==> config.mk <==
export PLATFORM = sky130hd
export DESIGN_NAME = positional_list_store
export DESIGN_NICKNAME = d
export VERILOG_FILES = /design/src/hdl/pls_pkg.sv /design/src/hdl/pls_datapath.sv /design/src/hdl/pls_ctrl.sv /design/src/hdl/positional_list_store.sv
export SDC_FILE = /design/constraint.sdc
export NUM_CORES = 1
export LEC_CHECK = 0
export BUFFER_PORTS_ARGS = -buffer_cell sky130_fd_sc_hd__buf_2
export CORE_ASPECT_RATIO = 1.4
export CORE_UTILIZATION = 50
export DETAILED_ROUTE_END_ITERATION = 10
export GPL_TIMING_DRIVEN = 0
export PLACE_DENSITY = 0.66
export SLEW_MARGIN = 20
export SYNTH_ARGS = -nofsm -noshare
export SYNTH_HDL_FRONTEND = slang
export SYNTH_SLANG_ARGS = --single-unit
==> constraint.sdc <==
create_clock -name clk -period 12.74 [get_ports clk]
set_clock_uncertainty 0.2 [all_clocks]
set_input_delay 0 -clock clk [delete_from_list [all_inputs] [get_ports clk]]
set_output_delay 0 -clock clk [all_outputs]
set_load 0.05 [all_outputs]
==> src/hdl/pls_pkg.sv <==
// ----------------------------------------------------------------------------
// pls_pkg: shared types and constants of the positional list store
//
// Pool geometry, operation and status codes, and the command and status
// bundles that join the controller to the datapath.
// ----------------------------------------------------------------------------
package pls_pkg;

  // Pool geometry. A link equal to NIL marks the end of the list.
  localparam int CAPACITY  = 16;
  localparam int IDX_W     = $clog2(CAPACITY);
  localparam int LINK_W    = $clog2(CAPACITY + 1);
  localparam int CNT_W     = LINK_W;
  localparam int POS_W     = 8;
  localparam int VAL_W     = 32;
  localparam int OUT_CNT_W = 5;
  localparam int CMP_W     = ((POS_W > CNT_W) ? POS_W : CNT_W) + 1;
  localparam logic [LINK_W-1:0] NIL = LINK_W'(CAPACITY);

  // Operation codes.
  typedef enum logic [2:0] {
    OP_INS_FRONT = 3'd0,
    OP_INS_BACK  = 3'd1,
    OP_INS_POS   = 3'd2,
    OP_DEL_FRONT = 3'd3,
    OP_DEL_BACK  = 3'd4,
    OP_DEL_POS   = 3'd5,
    OP_SEARCH    = 3'd6
  } op_t;

  // Result status codes.
  typedef enum logic [2:0] {
    ST_OK        = 3'd0,
    ST_FULL      = 3'd1,
    ST_RANGE     = 3'd2,
    ST_EMPTY     = 3'd3,
    ST_NOT_FOUND = 3'd4
  } status_t;

  // Source of the node read address.
  typedef enum logic [1:0] {
    RD_HEAD = 2'd0,
    RD_TAIL = 2'd1,
    RD_NEXT = 2'd2
  } rd_sel_t;

  // Commands from the controller to the datapath.
  typedef struct packed {
    logic    in_load;
    logic    rd_en;
    rd_sel_t rd_sel;
    logic    step_clr;
    logic    step_inc;
    logic    ld_front;
    logic    ld_back;
    logic    cap_ins;
    logic    cap_del;
    logic    wr_new;
    logic    wr_nbr;
    logic    unlink;
    logic    st_set;
    status_t st_code;
    logic    found_set;
    logic    out_load;
  } pls_cmd_t;

  // Status from the datapath to the controller.
  typedef struct packed {
    op_t  op;
    logic count_zero;
    logic full;
    logic pos_zero;
    logic pos_gt_cnt;
    logic pos_gt_cnt1;
    logic pos_eq_cnt1;
    logic step_eq_pos;
    logic step_eq_cnt;
    logic key_match;
  } pls_stat_t;

endpackage

==> src/hdl/pls_datapath.sv <==
// ----------------------------------------------------------------------------
// pls_datapath: node pool, list pointers and result registers
//
// Holds the node memories, head, tail, occupancy map and entry count, walks
// the list one node per cycle and applies link updates on command.
// ----------------------------------------------------------------------------
module pls_datapath (
  input  logic                                 clk,
  input  logic                                 rst,
  input  pls_pkg::pls_cmd_t                    cmd,
  output pls_pkg::pls_stat_t                   stat,
  input  logic [2:0]                           operation,
  input  logic signed [pls_pkg::VAL_W-1:0]     value,
  input  logic [pls_pkg::POS_W-1:0]            position,
  output logic [2:0]                           status,
  output logic signed [pls_pkg::VAL_W-1:0]     removed_value,
  output logic [pls_pkg::OUT_CNT_W-1:0]        found_position,
  output logic [pls_pkg::OUT_CNT_W-1:0]        entry_count
);

  // Node memories.
  logic signed [pls_pkg::VAL_W-1:0]  val_mem [pls_pkg::CAPACITY];
  logic [pls_pkg::LINK_W-1:0]        fwd_mem [pls_pkg::CAPACITY];
  logic [pls_pkg::LINK_W-1:0]        bwd_mem [pls_pkg::CAPACITY];

  // List state.
  logic [pls_pkg::LINK_W-1:0]   head;
  logic [pls_pkg::LINK_W-1:0]   tail;
  logic [pls_pkg::CAPACITY-1:0] occupied;
  logic [pls_pkg::CNT_W-1:0]    count;

  // Latched transaction fields.
  pls_pkg::op_t                     op_q;
  logic signed [pls_pkg::VAL_W-1:0] key;
  logic [pls_pkg::POS_W-1:0]        pos_q;

  // Walk and link working registers.
  logic [pls_pkg::CNT_W-1:0]        step;
  logic [pls_pkg::LINK_W-1:0]       cur;
  logic signed [pls_pkg::VAL_W-1:0] val_q;
  logic [pls_pkg::LINK_W-1:0]       fwd_q;
  logic [pls_pkg::LINK_W-1:0]       bwd_q;
  logic [pls_pkg::LINK_W-1:0]       after_idx;
  logic [pls_pkg::LINK_W-1:0]       before_idx;
  logic [pls_pkg::IDX_W-1:0]        slot;

  // Result registers of the current transaction.
  pls_pkg::status_t                 res_status;
  logic signed [pls_pkg::VAL_W-1:0] res_removed;
  logic [pls_pkg::CNT_W-1:0]        res_found;

  logic [pls_pkg::LINK_W-1:0] rd_addr;
  logic [pls_pkg::IDX_W-1:0]  free_idx;

  logic                       fwd_we;
  logic [pls_pkg::IDX_W-1:0]  fwd_wa;
  logic [pls_pkg::LINK_W-1:0] fwd_wd;
  logic                       bwd_we;
  logic [pls_pkg::IDX_W-1:0]  bwd_wa;
  logic [pls_pkg::LINK_W-1:0] bwd_wd;

  // Lowest free slot.
  always_comb begin
    free_idx = '0;
    for (int i = pls_pkg::CAPACITY - 1; i >= 0; i--) begin
      if (!occupied[i]) begin
        free_idx = pls_pkg::IDX_W'(i);
      end
    end
  end

  // Status toward the controller.
  always_comb begin
    stat.op          = op_q;
    stat.count_zero  = (count == '0);
    stat.full        = &occupied;
    stat.pos_zero    = (pos_q == '0);
    stat.pos_gt_cnt  = (pls_pkg::CMP_W'(pos_q) > pls_pkg::CMP_W'(count));
    stat.pos_gt_cnt1 = (pls_pkg::CMP_W'(pos_q) >
                        (pls_pkg::CMP_W'(count) + pls_pkg::CMP_W'(1)));
    stat.pos_eq_cnt1 = (pls_pkg::CMP_W'(pos_q) ==
                        (pls_pkg::CMP_W'(count) + pls_pkg::CMP_W'(1)));
    stat.step_eq_pos = (pls_pkg::CMP_W'(step) == pls_pkg::CMP_W'(pos_q));
    stat.step_eq_cnt = (step == count);
    stat.key_match   = (val_q == key);
  end

  // Read address: head, tail, or the successor of the node just read.
  always_comb begin
    case (cmd.rd_sel)
      pls_pkg::RD_HEAD: rd_addr = head;
      pls_pkg::RD_TAIL: rd_addr = tail;
      pls_pkg::RD_NEXT: rd_addr = fwd_q;
      default:          rd_addr = head;
    endcase
  end

  // Link write ports. A new node writes its own links; the neighbor pass
  // and the unlink pass patch the nodes on either side.
  always_comb begin
    fwd_we = 1'b0;
    fwd_wa = slot;
    fwd_wd = after_idx;
    bwd_we = 1'b0;
    bwd_wa = slot;
    bwd_wd = before_idx;
    if (cmd.wr_new) begin
      fwd_we = 1'b1;
      bwd_we = 1'b1;
    end else if (cmd.wr_nbr) begin
      fwd_we = (before_idx != pls_pkg::NIL);
      fwd_wa = before_idx[pls_pkg::IDX_W-1:0];
      fwd_wd = pls_pkg::LINK_W'(slot);
      bwd_we = (after_idx != pls_pkg::NIL);
      bwd_wa = after_idx[pls_pkg::IDX_W-1:0];
      bwd_wd = pls_pkg::LINK_W'(slot);
    end else if (cmd.unlink) begin
      fwd_we = (before_idx != pls_pkg::NIL);
      fwd_wa = before_idx[pls_pkg::IDX_W-1:0];
      fwd_wd = after_idx;
      bwd_we = (after_idx != pls_pkg::NIL);
      bwd_wa = after_idx[pls_pkg::IDX_W-1:0];
      bwd_wd = before_idx;
    end
  end

  // Value memory.
  always_ff @(posedge clk) begin
    if (cmd.wr_new) begin
      val_mem[slot] <= key;
    end
    if (cmd.rd_en) begin
      val_q <= val_mem[rd_addr[pls_pkg::IDX_W-1:0]];
    end
  end

  // Forward link memory.
  always_ff @(posedge clk) begin
    if (fwd_we) begin
      fwd_mem[fwd_wa] <= fwd_wd;
    end
    if (cmd.rd_en) begin
      fwd_q <= fwd_mem[rd_addr[pls_pkg::IDX_W-1:0]];
    end
  end

  // Backward link memory.
  always_ff @(posedge clk) begin
    if (bwd_we) begin
      bwd_mem[bwd_wa] <= bwd_wd;
    end
    if (cmd.rd_en) begin
      bwd_q <= bwd_mem[rd_addr[pls_pkg::IDX_W-1:0]];
    end
  end

  // Head, tail, occupancy and count.
  always_ff @(posedge clk) begin
    if (rst) begin
      head     <= pls_pkg::NIL;
      tail     <= pls_pkg::NIL;
      occupied <= '0;
      count    <= '0;
    end else begin
      if (cmd.wr_new) begin
        occupied[slot] <= 1'b1;
      end
      if (cmd.wr_nbr) begin
        if (before_idx == pls_pkg::NIL) begin
          head <= pls_pkg::LINK_W'(slot);
        end
        if (after_idx == pls_pkg::NIL) begin
          tail <= pls_pkg::LINK_W'(slot);
        end
        count <= count + pls_pkg::CNT_W'(1);
      end
      if (cmd.unlink) begin
        if (before_idx == pls_pkg::NIL) begin
          head <= after_idx;
        end
        if (after_idx == pls_pkg::NIL) begin
          tail <= before_idx;
        end
        occupied[slot] <= 1'b0;
        count          <= count - pls_pkg::CNT_W'(1);
      end
    end
  end

  // Transaction fields, walk position and link working registers.
  always_ff @(posedge clk) begin
    if (cmd.in_load) begin
      op_q        <= pls_pkg::op_t'(operation);
      key         <= value;
      pos_q       <= position;
      res_status  <= pls_pkg::ST_OK;
      res_removed <= '0;
      res_found   <= '0;
    end
    if (cmd.rd_en) begin
      cur <= rd_addr;
    end
    if (cmd.step_clr) begin
      step <= pls_pkg::CNT_W'(1);
    end else if (cmd.step_inc) begin
      step <= step + pls_pkg::CNT_W'(1);
    end
    if (cmd.ld_front) begin
      after_idx  <= head;
      before_idx <= pls_pkg::NIL;
      slot       <= free_idx;
    end
    if (cmd.ld_back) begin
      after_idx  <= pls_pkg::NIL;
      before_idx <= tail;
      slot       <= free_idx;
    end
    if (cmd.cap_ins) begin
      after_idx  <= cur;
      before_idx <= bwd_q;
      slot       <= free_idx;
    end
    if (cmd.cap_del) begin
      after_idx   <= fwd_q;
      before_idx  <= bwd_q;
      slot        <= cur[pls_pkg::IDX_W-1:0];
      res_removed <= val_q;
    end
    if (cmd.st_set) begin
      res_status <= cmd.st_code;
    end
    if (cmd.found_set) begin
      res_found <= step;
    end
  end

  // Output register, loaded once the result is complete.
  always_ff @(posedge clk) begin
    if (cmd.out_load) begin
      status         <= res_status;
      removed_value  <= res_removed;
      found_position <= pls_pkg::OUT_CNT_W'(res_found);
      entry_count    <= pls_pkg::OUT_CNT_W'(count);
    end
  end

endmodule

==> src/hdl/pls_ctrl.sv <==
// ----------------------------------------------------------------------------
// pls_ctrl: operation sequencer of the positional list store
//
// Accepts one transaction at a time, checks it, steers the list walk and the
// link updates, and hands the result to the output register.
// ----------------------------------------------------------------------------
module pls_ctrl (
  input  logic                clk,
  input  logic                rst,
  input  logic                req_valid,
  output logic                req_stall,
  output logic                rsp_valid,
  input  logic                rsp_stall,
  input  pls_pkg::pls_stat_t  stat,
  output pls_pkg::pls_cmd_t   cmd
);

  typedef enum logic [6:0] {
    S_IDLE   = 7'b0000001,
    S_DECODE = 7'b0000010,
    S_WALK   = 7'b0000100,
    S_WR_NEW = 7'b0001000,
    S_WR_NBR = 7'b0010000,
    S_UNLINK = 7'b0100000,
    S_FINISH = 7'b1000000
  } state_t;

  state_t state;
  state_t state_next;
  logic   out_free;

  assign req_stall = (state != S_IDLE);
  assign out_free  = !rsp_valid || !rsp_stall;

  // Next state and commands.
  always_comb begin
    state_next = state;
    cmd        = '0;
    case (state)
      S_IDLE: begin
        if (req_valid) begin
          cmd.in_load = 1'b1;
          state_next  = S_DECODE;
        end
      end

      // Range, fullness and emptiness checks; start a walk where needed.
      S_DECODE: begin
        state_next = S_FINISH;
        case (stat.op)
          pls_pkg::OP_INS_FRONT: begin
            if (stat.full) begin
              cmd.st_set  = 1'b1;
              cmd.st_code = pls_pkg::ST_FULL;
            end else begin
              cmd.ld_front = 1'b1;
              state_next   = S_WR_NEW;
            end
          end
          pls_pkg::OP_INS_BACK: begin
            if (stat.full) begin
              cmd.st_set  = 1'b1;
              cmd.st_code = pls_pkg::ST_FULL;
            end else begin
              cmd.ld_back = 1'b1;
              state_next  = S_WR_NEW;
            end
          end
          pls_pkg::OP_INS_POS: begin
            if (stat.pos_zero || stat.pos_gt_cnt1) begin
              cmd.st_set  = 1'b1;
              cmd.st_code = pls_pkg::ST_RANGE;
            end else if (stat.full) begin
              cmd.st_set  = 1'b1;
              cmd.st_code = pls_pkg::ST_FULL;
            end else if (stat.pos_eq_cnt1) begin
              cmd.ld_back = 1'b1;
              state_next  = S_WR_NEW;
            end else begin
              cmd.rd_en    = 1'b1;
              cmd.rd_sel   = pls_pkg::RD_HEAD;
              cmd.step_clr = 1'b1;
              state_next   = S_WALK;
            end
          end
          pls_pkg::OP_DEL_FRONT, pls_pkg::OP_DEL_BACK: begin
            if (stat.count_zero) begin
              cmd.st_set  = 1'b1;
              cmd.st_code = pls_pkg::ST_EMPTY;
            end else begin
              cmd.rd_en    = 1'b1;
              cmd.rd_sel   = (stat.op == pls_pkg::OP_DEL_BACK) ? pls_pkg::RD_TAIL
                                                               : pls_pkg::RD_HEAD;
              cmd.step_clr = 1'b1;
              state_next   = S_WALK;
            end
          end
          pls_pkg::OP_DEL_POS: begin
            if (stat.count_zero) begin
              cmd.st_set  = 1'b1;
              cmd.st_code = pls_pkg::ST_EMPTY;
            end else if (stat.pos_zero || stat.pos_gt_cnt) begin
              cmd.st_set  = 1'b1;
              cmd.st_code = pls_pkg::ST_RANGE;
            end else begin
              cmd.rd_en    = 1'b1;
              cmd.rd_sel   = pls_pkg::RD_HEAD;
              cmd.step_clr = 1'b1;
              state_next   = S_WALK;
            end
          end
          pls_pkg::OP_SEARCH: begin
            if (stat.count_zero) begin
              cmd.st_set  = 1'b1;
              cmd.st_code = pls_pkg::ST_NOT_FOUND;
            end else begin
              cmd.rd_en    = 1'b1;
              cmd.rd_sel   = pls_pkg::RD_HEAD;
              cmd.step_clr = 1'b1;
              state_next   = S_WALK;
            end
          end
          default: begin
            state_next = S_FINISH;
          end
        endcase
      end

      // One node per cycle: the node read last cycle is checked here.
      S_WALK: begin
        if (stat.op == pls_pkg::OP_SEARCH) begin
          if (stat.key_match) begin
            cmd.found_set = 1'b1;
            state_next    = S_FINISH;
          end else if (stat.step_eq_cnt) begin
            cmd.st_set  = 1'b1;
            cmd.st_code = pls_pkg::ST_NOT_FOUND;
            state_next  = S_FINISH;
          end else begin
            cmd.rd_en    = 1'b1;
            cmd.rd_sel   = pls_pkg::RD_NEXT;
            cmd.step_inc = 1'b1;
          end
        end else if (stat.step_eq_pos || stat.op == pls_pkg::OP_DEL_FRONT ||
                     stat.op == pls_pkg::OP_DEL_BACK) begin
          if (stat.op == pls_pkg::OP_INS_POS) begin
            cmd.cap_ins = 1'b1;
            state_next  = S_WR_NEW;
          end else begin
            cmd.cap_del = 1'b1;
            state_next  = S_UNLINK;
          end
        end else begin
          cmd.rd_en    = 1'b1;
          cmd.rd_sel   = pls_pkg::RD_NEXT;
          cmd.step_inc = 1'b1;
        end
      end

      S_WR_NEW: begin
        cmd.wr_new = 1'b1;
        state_next = S_WR_NBR;
      end

      S_WR_NBR: begin
        cmd.wr_nbr = 1'b1;
        state_next = S_FINISH;
      end

      S_UNLINK: begin
        cmd.unlink = 1'b1;
        state_next = S_FINISH;
      end

      // Hand the result over once the output register is free.
      S_FINISH: begin
        if (out_free) begin
          cmd.out_load = 1'b1;
          state_next   = S_IDLE;
        end
      end

      default: begin
        state_next = S_IDLE;
      end
    endcase
  end

  // State register.
  always_ff @(posedge clk) begin
    if (rst) begin
      state <= S_IDLE;
    end else begin
      state <= state_next;
    end
  end

  // Result valid flag.
  always_ff @(posedge clk) begin
    if (rst) begin
      rsp_valid <= 1'b0;
    end else if (cmd.out_load) begin
      rsp_valid <= 1'b1;
    end else if (!rsp_stall) begin
      rsp_valid <= 1'b0;
    end
  end

endmodule

==> src/hdl/positional_list_store.sv <==
// ----------------------------------------------------------------------------
// positional_list_store: ordered list of signed values in a linked node pool
//
// Usage: a request transaction (operation, value, position) is taken on the
// req channel when req_valid is high and req_stall is low. Each request gives
// exactly one response transaction (status, removed_value, found_position,
// entry_count) on the rsp channel, taken when rsp_valid is high and rsp_stall
// is low. One request is in work at a time; req_stall is high while it is.
// A request is decoded and checked first. A rejected request, an unused
// operation code or a search of an empty list goes straight to the result.
// Inserts at the front or back (an insert just past the end counts as one
// at the back) write the new node and then patch its neighbours; all other
// operations walk the list one node per cycle through the registered read
// port. req_stall falls in the same cycle in which rsp_valid rises.
// A finished response waits in the output register while rsp_stall is high;
// the next request is accepted meanwhile and its own response waits until
// that register is free. Reset empties the list at once: no entries, every
// slot free, no response pending.
// ----------------------------------------------------------------------------
module positional_list_store (
  input  logic                              clk,
  input  logic                              rst,
  input  logic                              req_valid,
  output logic                              req_stall,
  input  logic [2:0]                        operation,
  input  logic signed [pls_pkg::VAL_W-1:0]  value,
  input  logic [pls_pkg::POS_W-1:0]         position,
  output logic                              rsp_valid,
  input  logic                              rsp_stall,
  output logic [2:0]                        status,
  output logic signed [pls_pkg::VAL_W-1:0]  removed_value,
  output logic [pls_pkg::OUT_CNT_W-1:0]     found_position,
  output logic [pls_pkg::OUT_CNT_W-1:0]     entry_count
);

  pls_pkg::pls_cmd_t  cmd;
  pls_pkg::pls_stat_t stat;

  // Sequencer.
  pls_ctrl u_ctrl (
    .clk       (clk),
    .rst       (rst),
    .req_valid (req_valid),
    .req_stall (req_stall),
    .rsp_valid (rsp_valid),
    .rsp_stall (rsp_stall),
    .stat      (stat),
    .cmd       (cmd)
  );

  // Node pool and result registers.
  pls_datapath u_datapath (
    .clk            (clk),
    .rst            (rst),
    .cmd            (cmd),
    .stat           (stat),
    .operation      (operation),
    .value          (value),
    .position       (position),
    .status         (status),
    .removed_value  (removed_value),
    .found_position (found_position),
    .entry_count    (entry_count)
  );

endmodule
# Word-level counts from Yosys, hierarchy flattened
# Memories as Yosys holds them, arrays and structs flattened. A register that Yosys moved wholly into a read port is not among the register bits.
# Cells that the tools add are included.
# classes
eq_ne	29
mux	142
addsub	4
bitwise_logic	3
reduce_logical	22
order_cmp	4
# op_table
op	n
$mux W4	42
$mux W5	25
$mux W7	12
$mux W32	2
$mux W16	3
$pmux W7 S6	1
$mux W1	38
$eq A32 B32 Y1	1
$pmux W7 S4	1
$pmux W4 S5	1
$mux W3	6
$and A16 B16 Y16	1
$not A16 Y16	1
$or A16 B16 Y16	1
$pmux W4 S4	1
$reduce_and A16 Y1	1
$add A5 B1 Y5 const B	2
$eq A5 B5 Y1 const B	2
$ne A5 B5 Y1 const B	2
$pmux W5 S2	1
$eq A3 B3 Y1 const B	3
$eq A8 B9 Y1	1
$gt A8 B9 Y1	1
$eq A5 B8 Y1	1
other kinds (39)	54
# word_totals
ram_bits	672
input_bits	47
wordCells	228
ff_bits	191
output_inout_bits	47
mem_count	3
# mem_list
name	depth	width	rd	rd_clocked_by_memory_dff	write_ports	line_no	text
u_datapath.val_mem	16	32	1	1	1	pls_datapath.sv:22	logic signed [pls_pkg::VAL_W-1:0] val_mem [pls_pkg::CAPACITY];
u_datapath.bwd_mem	16	5	1	1	1	pls_datapath.sv:24	logic [pls_pkg::LINK_W-1:0] bwd_mem [pls_pkg::CAPACITY];
u_datapath.fwd_mem	16	5	1	1	1	pls_datapath.sv:23	logic [pls_pkg::LINK_W-1:0] fwd_mem [pls_pkg::CAPACITY];

# Longest topological paths before layout
# Gate-level depths: netlist of run 1.
# logic_depth
word_depth	20
depth_mapped	15

# By module
# From an unflattened synthesis of run 1, not the netlist that was laid out.
# hier_totals
hier_cells	2588
area_unflattened_um2	36038.3
# by_module_without_submodules
mod	n_inst	area_per_inst_um2	seq_area_each_um2	cells_each
pls_datapath	1	35181.2	26575.5	2466
pls_ctrl	1	857.1	160.2	122

# Worst setup path after synthesis of run 1
# OpenSTA, ideal clock, no wires.
# synth_path
path_type	reg2reg
startpoint	register u_datapath.key[20] (netlist bit)
endpoint	register u_datapath.fwd_q[0] (netlist bit) (read register of u_datapath.fwd_mem) (data pin)
slack_ps	8269
arrival_ps	4004
period_less_slack_ps	4471
path_stages_with_launch	14
path_buffers	3
path_cell_list	edfxtp_1 > xor2_1 > nor4_1 > nand4_1 > or2_2 > a31oi_1 > ha_1 > clkbuf_1 > o21ai_1 > buf_2 > buf_2 > mux4_2 > a22oi_1 > o21ai_0
# synth_via
elab_chain_cells	6
word_cells_on_any_way	7
cone_classes	eq/ne: 3; mux: 4
# synth_rtl
item	line_no	text
start: declaration	pls_datapath.sv:34	logic signed [pls_pkg::VAL_W-1:0] key;
start signal: assignment	pls_datapath.sv:194	key <= value;
$eq A32 B32 Y1 (*)	pls_datapath.sv:85	stat.key_match = (val_q == key);
$mux W3 (*)	pls_ctrl.sv:132	if (stat.key_match) begin
$mux W3 (*)	pls_ctrl.sv:131	if (stat.op == pls_pkg::OP_SEARCH) begin
$pmux W3 S2 (*)	pls_ctrl.sv:39	case (state)
$eq A2 B2 Y1 / $eq A2 B1 Y1 (equally long branches)	pls_datapath.sv:90	case (cmd.rd_sel)
$pmux W5 S2 (*)	pls_datapath.sv:90	
via u_datapath.rd_addr, one bit	pls_datapath.sv:52	logic [pls_pkg::LINK_W-1:0] rd_addr;
end: declaration	pls_datapath.sv:41	logic [pls_pkg::LINK_W-1:0] fwd_q;
# The timed path passes the listed nets; every way through them passes the cells marked *.
# A chain may end at the register's enable or synchronous reset.

# Worst setup path after layout of run 1
# layout_path
startpoint	register u_datapath.key[24] (netlist bit)
endpoint	register u_datapath.val_q[21] (netlist bit) (read register of u_datapath.val_mem) (data pin)
# layout_via
elab_chain_cells	6
word_cells_on_any_way	7
cone_classes	eq/ne: 3; mux: 4
# layout_rtl
item	line_no	text
$eq A32 B32 Y1 (*)	pls_datapath.sv:85	
$mux W3 (*)	pls_ctrl.sv:132	
$mux W3 (*)	pls_ctrl.sv:131	
$pmux W3 S2 (*)	pls_ctrl.sv:39	
$eq A2 B2 Y1 / $eq A2 B1 Y1 (equally long branches)	pls_datapath.sv:90	
$pmux W5 S2	pls_datapath.sv:90	
end: declaration	pls_datapath.sv:40	logic signed [pls_pkg::VAL_W-1:0] val_q;
# Mark *: on every way between the ends. The rest lies on a longest branch, timed or not.

==> impl_results.md, run 1 <==
* Met1 Usage GRT at between 20% and 30%
* Initial Util at approximately 51%
* Layout cell share with drive strength beyond 1 at 22.3%
* Crit. path cell count at 13
* Initial antenna violation count at 0
* Drt first pass iters at 6
* RePlAce Congestion at 0.901
* Register area share after synthesis at 75.4%
* Sequential share of power at between 50% and 60%
* Power per cell area at 146 mW/mm2
* Rel. slew slack at 26.4%
* Synth warn at 0
* Min-delay worst type: input pin to flip-flop
* Compound-Gate Fraction of Synth Area at 4.23%
* Largest net degree at the start of global routing at 36
* Final TNS setup at 0 ns
* Critical-path cell list: xor2_1 -> nor4_1 -> nand4_1 -> or2_2 -> a31oi_1 -> ha_1 -> clkbuf_1 -> o21ai_2 -> clkbuf_1 -> buf_1 -> mux4_2 -> a22oi_1 -> o21ai_0
* Via count at about 19,000
* # setup viols final at 0
* Max rail drop VDD at between 0.1 and 0.15 mV
* Congestion Overflow GR at 0
* Met3 GRT Util at under 10%
* Number of cells on the worst reg-to-reg path at 13
* Outcome: completed
* CTS buffer count at 86
* Fmax at approximately 140 MHz
* Vias per Instance at 5.95
* Root Driver: clkbuf_16
* Lkg Pwr at approximately 14 nW
* Slew Viols, Final at 0
* Post-Route Utilization at between 50% and 60%
* CP most frequent cell: clkbuf_1
* Critical path peak fanout at 17
* Fraction of registers with async set or reset after synthesis at 0%
* TritonCTS clock tree: done
* Clk slew on worst S/H paths at 0.06 ns
* Mux cell area share after synthesis at 12.6%
* Avg Cell Area, Syn at 19.1 um2
* Post-Synth XOR/XNOR Area at roughly 1.2%
* Synth Area in Adders at less than 1%
* Worst path required time at between 10 and 15 ns
* Routed WL at between 80,000 and 90,000 um
* Total Routing Usage GR at approximately 24%
* GRT Max-Usage Layer: met2
* Top_reg_cell synth: edfxtp_1
* Nets at approximately 2,200
* Post-Synth Simple-Gate Area at ~4.5%
* Hold Path Cell Cnt at 3
* DR iter-0 viols at approximately 1,700
* Mapped Area at 0.0355 mm2
* Worst setup EP type: flip-flop
* Chip Width at 227 um
* Startpoint class of the critical path: flip-flop
* Tmin final at ~7.4 ns
* Logic pwr share at 2.7%
* Final Hold Viols at 0
* First-pass GRT wire length at around 130,000 um
* Crit Path Class: flip-flop to flip-flop
* Yosys cell types at 77
* Tot Pwr at around 6.1 mW
* Mapped Nets at between 1,500 and 2,000
* Clk_lat worst skew at 0.65 ns
* Crit share post-route at between 50% and 60%
* Pint at ~4.8 mW
* Postcts setup bufs at 0
* Sw Pwr at 1.27 mW
* Drc violations at 0
* Worst-Margin Slew at 1.10 ns
* Area Overhead vs Synth at 17.9%
* Synth Instances at between 1,500 and 2,000
* Post-route ant nets at 0
* Core region area at between 0.07 and 0.08 mm2
* Vias in the first global route at about 20,000
* CTS Sinks at roughly 910
* Met2 global-route usage at between 40% and 50%
* Number of synthesized register bits at roughly 900
* Switch share at about a fifth
* CP arrival at 7.54 ns
* Clock buffer depth at 3
* Slowest cell on crit path: clkbuf_1
* Fill count at 5,160
* Routed WL per cell at approximately 27 um
* Die height at ~320 um
* Die area at 0.0720 mm2
* Row Count at ~120
* Max-cap viol count at 0
* Clock network fraction of design power at between 40% and 50%
* Unrepaired setup endpoints after global routing: no
* Main combinational cell family by area after synthesis: multiplexers
* Io pins at 94
* Delay-heaviest family, CP: buffers and inverters
* IO buf count at 92
* ANT cells at 0
* Post-synth EDFFs at 861
* CTS H-tree depth at 3
* Slowest stage delay, CP at between 0.8 and 0.9 ns
* Post-detail-place hpwl at 58,400 um
* CP bufs+invs at 3
==> metrics by stage <==
| step | area [um2] | instances | setup WS (ns) | hold slack [ns] |
|---|---|---|---|---|
| floorplan | 35500 | 1854 | 8.27 | -0.101 |
| global placement | 37100 | 2882 | 5.33 | -0.0239 |
| detailed placement | 38200 | 2919 | 5.41 | -0.0219 |
| CTS | 41800 | 3163 | 5.40 | 0.150 |
| global route | 41800 | 3163 | 5.33 | 0.186 |
| finish | 41800 | 3163 | 5.36 | 0.165 |
==> logic make-up (layout without fill, tap and decap cells) <==
kind of cell               after synthesis  after routing
muxes                                  236            236
xor gates and xnor gates                49             49
AOI/OAI and AO/OA                      216            216
and+or+nand+nor                        315            315
buffers and inverters                  113            486
adders and majority gates               20             20
DFF                                    905            905
==> state kept, by name (all words and copies together) (netlist names), 7 cells and up <==
register	cells
u_datapath.key	32
u_datapath.bwd_mem	80
u_datapath.removed_value	32
u_datapath.val_mem	512
u_datapath.pos_q	8
u_ctrl.state	7
u_datapath.val_q	32
u_datapath.occupied	16
u_datapath.fwd_mem	80
u_datapath.res_removed	32
==> synthesized netlist by cell type, drive strengths merged (4+ instances only) <==
| cell | count | share of area [%] |
|---|---|---|
| a211oi | 25 | 0.54 |
| a21oi | 18 | 0.25 |
| a22o | 6 | 0.15 |
| a22oi | 48 | 1.0 |
| a2bb2oi | 4 | 0.099 |
| a31oi | 12 | 0.21 |
| and2 | 40 | 0.71 |
| and3 | 9 | 0.16 |
| buf | 33 | 0.47 |
| clkbuf | 52 | 0.55 |
| dfxtp | 44 | 2.5 |
| edfxtp | 861 | 73 |
| ha | 19 | 0.67 |
| inv | 28 | 0.30 |
| mux2 | 11 | 0.35 |
| mux2i | 57 | 1.6 |
| mux4 | 168 | 11 |
| nand2 | 53 | 0.59 |
| nand2b | 8 | 0.14 |
| nand3 | 23 | 0.32 |
| nand4 | 11 | 0.19 |
| nor2 | 108 | 1.2 |
| nor2b | 4 | 0.071 |
| nor3 | 10 | 0.14 |
| nor4 | 17 | 0.30 |
| nor4b | 4 | 0.099 |
| o211ai | 4 | 0.085 |
| o21ai | 62 | 0.87 |
| o41ai | 5 | 0.12 |
| or2 | 9 | 0.16 |
| or4b | 4 | 0.12 |
| xnor2 | 10 | 0.25 |
| xor2 | 39 | 0.96 |
==> tightest hold or removal path, stage by stage <==
cell and delay (ns):
dlygate4sd3_1 0.53, clkbuf_1 0.32, nor4_1 0.11
==> layout by cell type, fill, tap and decap left out, types with 5 or more instances in the layout <==
cell           count
clkbuf_16         87
nor2_4            16
or2_2              7
nand2b_1           7
nor2_1            92
inv_6              7
a22o_1             6
mux4_2           168
dfxtp_1           44
a211oi_1          24
nand4_1           11
buf_12            11
clkinvlp_4         6
nor3_1             9
xnor2_1           10
ha_1              19
buf_1             10
nand3_1           22
clkinv_2           8
xor2_1            39
nand2_1           49
mux2i_1           57
and2_1            39
a21oi_1           17
dlygate4sd3_1     91
clkbuf_1          68
edfxtp_1         861
o21ai_0           60
a31oi_1           12
mux2_2            11
and3_1             9
inv_1             27
buf_16            25
clkinv_1          18
nor4_1            17
bufinv_16          9
buf_2            110
o41ai_1            5
a22oi_1           48
==> power by group through the flow <==
stage          Sequential (mW)  Clock [mW]  Combinational, mW
3_5_place_dp              3.47           0              0.140
6_report                  3.41        2.53              0.162
5_1_grt                   3.41        2.68              0.173
2_1_floorplan             3.44           0             0.0736
3_3_place_gp              3.47           0              0.129
4_1_cts                   3.41        2.56              0.163
==> final cells by class <==
class	instances	area, um2	share of cell area [%]
inverters	28	108	0.257
clock buffers	103	2240	5.35
plain buffers	85	363	0.867
well taps	936	1170	2.80
repair buffers	220	2290	5.47
clock inverters	50	498	1.19
flip-flops and latches	905	26700	63.9
multi-input cells	836	8440	20.2
==> routing by layer <==
layer / vias up / share of wire [%]
li1: 8156 / -
met5: - / 0
met4: 0 / 4.2
met2: 759 / 53
met3: 185 / 5.5
met1: 9728 / 38
==> timing repair <==
action                    4_1_cts  5_1_grt
hold buffers                   91        0
resized for setup               0        0
hold endpoints to repair      139        0
==> path summary, 6_finish.rpt <==
check | start | to | slack (ns)
setup / recovery | u_datapath.key[24] | u_datapath.val_q[21] | 5.36
hold / removal | rst | u_ctrl.state[4] | 0.17
setup reg to reg | u_datapath.key[24] | u_datapath.val_q[21] | 5.36
hold reg to reg | u_datapath.res_removed[20] | u_datapath.removed_value[20] | 0.20
No activity file was read; power rests on OpenSTA's default activity.
==> inputs of run 2 (changes only) <==
--- a/config.mk
+++ b/config.mk
@@ -5,6 +5,7 @@
 export SDC_FILE = /design/constraint.sdc
 export NUM_CORES = 1
 export LEC_CHECK = 0
+export ABC_AREA = 1
 export BUFFER_PORTS_ARGS = -buffer_cell sky130_fd_sc_hd__buf_2
 export CORE_ASPECT_RATIO = 1.4
 export CORE_UTILIZATION = 50
==> constraint.sdc (replaced) <==
create_clock -name clk -period 7.55 [get_ports clk]
set_clock_uncertainty 0.2 [all_clocks]
set_input_delay 0 -clock clk [delete_from_list [all_inputs] [get_ports clk]]
set_output_delay 0 -clock clk [all_outputs]
set_load 0.05 [all_outputs]
==> run 2 against run 1 <==
Count of clock-buffer cells in the layout stayed put. Critical endpoint is now u_datapath.bwd_q[0]. Largest power group unchanged. Combinational power rose by 75%. Utilization fell by 0.22 points.
==> impl_results.md, run 2 <==
* Crit Path Class: flip-flop to flip-flop
* Die area at 0.0736 mm2 (+2.1%)
* Slew Viols, Final at 0 (unchanged)
* Slowest cell on crit path: o21ai_1
* Final TNS setup at 0 ns (unchanged)
* Routed WL per cell at 26.5 um (-2.3%)
* Via count at 24,531 (+30%)
* Biggest regs: u_datapath.val_mem (512), u_datapath.bwd_mem (80), u_datapath.fwd_mem (80)
* Nets at 3,119 (+40%)
* Row Count at 116 (+0.87%)
* Startpoint class of the critical path: flip-flop
* Worst-Margin Slew at 1.26 ns (+0.152 ns)
* Slowest stage delay, CP at 0.91 ns (+0.03 ns)
* Top_reg_cell synth: edfxtp_1
* CP arrival at 6.29 ns (-1.25 ns)
* Rel. slew slack at 16.2% (-10 points)
* Register name with the most flops: u_datapath.val_mem
* Core region area at 0.0716 mm2 (+1.9%)
* Layout cell share with drive strength beyond 1 at 13.3% (-9.0 points)
* Root Driver: clkbuf_16
* CP bufs+invs at 5 (+2)
* Post-synth EDFFs at 861 (unchanged)
* Worst Slack Setup Final at 1.44 ns (-3.92 ns)
* Avg Cell Area, Syn at 13.5 um2 (-29%)
* Pre-CTS setup slack at 1.65 ns (-3.76 ns)
* Hold Path Cell Cnt at 5 (+2)
* Initial antenna violation count at 0 (unchanged)
* Vias per Instance at 6.04 (+1.5%)
* IO buf count at 93 (+1.1%)
* Power per cell area at 243 mW/mm2 (+67%)
* Number of synthesized register bits at 905 (unchanged)
* Yosys cell types at 45 (-42%)
* Hold Path End: u_datapath.occupied[0]
* Cell area after layout at 0.0425 mm2 (+1.5%)
* Io pins at 94 (unchanged)
* Post-route ant nets at 0 (unchanged)
* Congestion Overflow GR at 0 (unchanged)
* Final Hold Viols at 0 (unchanged)
* Total Routing Usage GR at 29.2% (+4.8 points)
* Post-detail-place hpwl at 74,800 um (+28%)
* Commonest non-fill, non-tap cell in the layout: edfxtp_1
* Placed inst area at 0.0389 mm2 (+1.8%)
* CTS H-tree depth at 3 (unchanged)
* Outcome: completed
* Largest net degree at the start of global routing at 33 (-8.3%)
* Synth Area in Adders at 0.711% (-0.015 points)
* Die height at 321 um (+1.1%)
* Tmin final at 6.11 ns (-1.27 ns)
* Clk_lat worst skew at 0.66 ns (about the same)
* Crit share post-route at 81.0% (+23 points)
* Max rail drop VDD at 0.173 mV (+41%)
* Fmax at 164 MHz (+21%)
* CTS buffer count at 83 (-3.5%)
* Area Overhead vs Synth at 17.2%
* ANT cells at 0 (unchanged)
* Clk slew on worst S/H paths at 0.06 ns (about the same)
* Synth warn at 0 (unchanged)
* # setup viols final at 0 (unchanged)
* Drc violations at 0 (unchanged)
* Max FFs per register at 512 (unchanged)
* Delay-heaviest family, CP: buffers and inverters
* TritonCTS clock tree: done
* Critical path peak fanout at 18 (+1)
* Max-cap viol count at 0 (unchanged)
* Initial Util at 50.6% (+0.12 points)
* Mux cell area share after synthesis at 2.32% (-10 points)
* Worst path required time at 7.72 ns (-5.18 ns)
* Drt first pass iters at 5 (-1)
* RePlAce Congestion at 0.935 (+3.8%)
* Commonest cells in the netlist: edfxtp_1, nor2_1, nand2_1
* Share of the synthesized area in the top cell type at 71.3% (-1.5 points)
* CTS Sinks at 905 (unchanged)
* Critical-path cell list: inv_1 -> nand2_1 -> nand4_1 -> nor2_1 -> nand2_1 -> nor2_1 -> nand2_1 -> nand2_1 -> nand2_2 -> inv_1 -> ha_1 -> inv_2 -> o21ai_1 -> clkinv_1 -> clkbuf_1 -> o211ai_1 -> nand2_1
* Most frequent cells in the layout: edfxtp_1, nor2_1, nand2_1
* Unrepaired setup endpoints after global routing: no
* Number of cells on the worst reg-to-reg path at 17 (+4)
* CP most frequent cell: nand2_1
* Reg2reg setup slack at 1.44 ns (-3.92 ns)
* Min-delay worst type: input pin to flip-flop
* Post-Synth Simple-Gate Area at 9.08% (+4.5 points)
* Tot Pwr at 10.3 mW (+69%)
* Most common cell in the netlist: edfxtp_1
* Post-Synth XOR/XNOR Area at 0.725% (-0.48 points)
* Synth Instances at 2,681 (+45%)
* Lkg Pwr at 15.0 nW (+8.8%)
* PostCTS Resize Cnt at 0 (unchanged)
* Worst r2r src: u_datapath.key[16]
* Register area share after synthesis at 73.8% (-1.6 points)
* Area leader, netlist: edfxtp_1
* Chip Width at 230 um (+1.1%)
* Mapped Nets at 2,748 (+43%)
* Compound-Gate Fraction of Synth Area at 10.1% (+5.9 points)
* Routed WL at 107,000 um (+25%)
* Main combinational cell family by area after synthesis: compound AO/OA/AOI/OAI gates
* First-pass GRT wire length at 156,000 um (+25%)
* Hold_sp: rst
* Worst reg2reg endpoint: u_datapath.bwd_q[0]
* Mapped Area at 0.0362 mm2 (+2.1%)
* Top cells by area, synth: edfxtp_1, nor2_1, o21ai_0
* Fraction of registers with async set or reset after synthesis at 0% (unchanged)
* Worst setup EP type: flip-flop
* DR iter-0 viols at 2,853 (+68%)
* Vias in the first global route at 24,464 (+25%)
* Clock buffer depth at 3 (unchanged)
* Hold WS at 0.151 ns (-0.0143 ns)
==> run 2: cell types whose count changed in the layout (fill, tap and decap cells not counted), moves of 89 or more <==
cell,before,now
nor2_1,92,467
nand2_1,49,224
o211ai_1,4,102
inv_1,27,132
mux4_2,168,0
o32ai_1,1,90
o21ai_0,60,205
==> run 2: worst register-to-register path: stages, from the launching register on <==
cell and delay, ns:
edfxtp_1 0.75, inv_1 0.09, nand2_1 0.08, nand4_1 0.08, nor2_1 0.18, nand2_1 0.17, nor2_1 0.42, nand2_1 0.17
nand2_1 0.11, nand2_2 0.16, inv_1 0.30, ha_1 0.30, inv_2 0.09, o21ai_1 0.91, clkinv_1 0.64, clkbuf_1 0.67
o211ai_1 0.35, nand2_1 0.16
==> run 2: kinds of logic (layout without fill, tap and decap cells) <==
logic type | count (synthesis) | in the layout
AO/OA/AOI/OAI | 536 | 536
XOR/XNOR | 30 | 30
adder cells (fa/ha/maj) | 20 | 20
buffers and inverters | 290 | 724
flip-flops | 905 | 905
multiplexers | 84 | 84
AND/OR/NAND/NOR | 816 | 816
==> run 2: final cells by class <==
cell class	count	area, um2
Timing Repair Buffer	286	2250
Sequential cell	905	26700
Buffer	142	641
Clock inverter	45	459
Fill cell	5397	29100
Inverter	148	556
Clock buffer	103	2230
Tap cell	944	1180
Multi-Input combinational cell	1486	8430
==> run 2: repair_timing <==
action | CTS | global route
buffers inserted | 0 | 0
endpoints found under the setup margin | 0 | 0
hold endpoints to repair | 170 | 0
hold buffers | 93 | 0
==> run 2: worst max-delay path by stage <==
stage / startpoint / endpoint / slack [ns] / cells past startpoint
2_1_floorplan: u_ctrl.state[4] / u_datapath.res_removed[0] / 2.89 / 7
3_3_place_gp: u_datapath.slot[2] / u_datapath.occupied[4] / -0.41 / 6
3_5_place_dp: u_datapath.key[17] / u_datapath.bwd_q[0] / 1.65 / 17
4_1_cts: u_datapath.key[17] / u_datapath.bwd_q[0] / 1.62 / 17
5_1_grt: u_datapath.key[16] / u_datapath.bwd_q[0] / 1.42 / 18
6_report: u_datapath.key[16] / u_datapath.bwd_q[0] / 1.44 / 17
==> run 2: per-stage QoR <==
step / instances / util, %
after floorplan: 2681 / -
after global placement: 3718 / 52.9
after detailed placement: 3818 / 54.3
after CTS: 4059 / 59.4
after global routing: 4059 / 59.4
final: 4059 / 59.4
==> run 2: layer usage <==
layer / wire length (um) / GRT usage, % / up-vias
li1: - / - / 10697
met1: 38800 / 35.5 / 12045
met2: 53200 / 49.9 / 1497
met3: 10600 / 5.53 / 292
met4: 4970 / 14.3 / 0
met5: 0 / 0 / -
==> run 2: power breakdown <==
| part | total, mW | switching, mW | leakage [nW] | internal [mW] |
|---|---|---|---|---|
| Sequential | 5.82 | 0.154 | 8.15 | 5.67 |
| Clock | 4.22 | 1.85 | 1.30 | 2.37 |
| Combinational | 0.284 | 0.175 | 5.50 | 0.109 |
| Total | 10.3 | 2.18 | 15.0 | 8.15 |
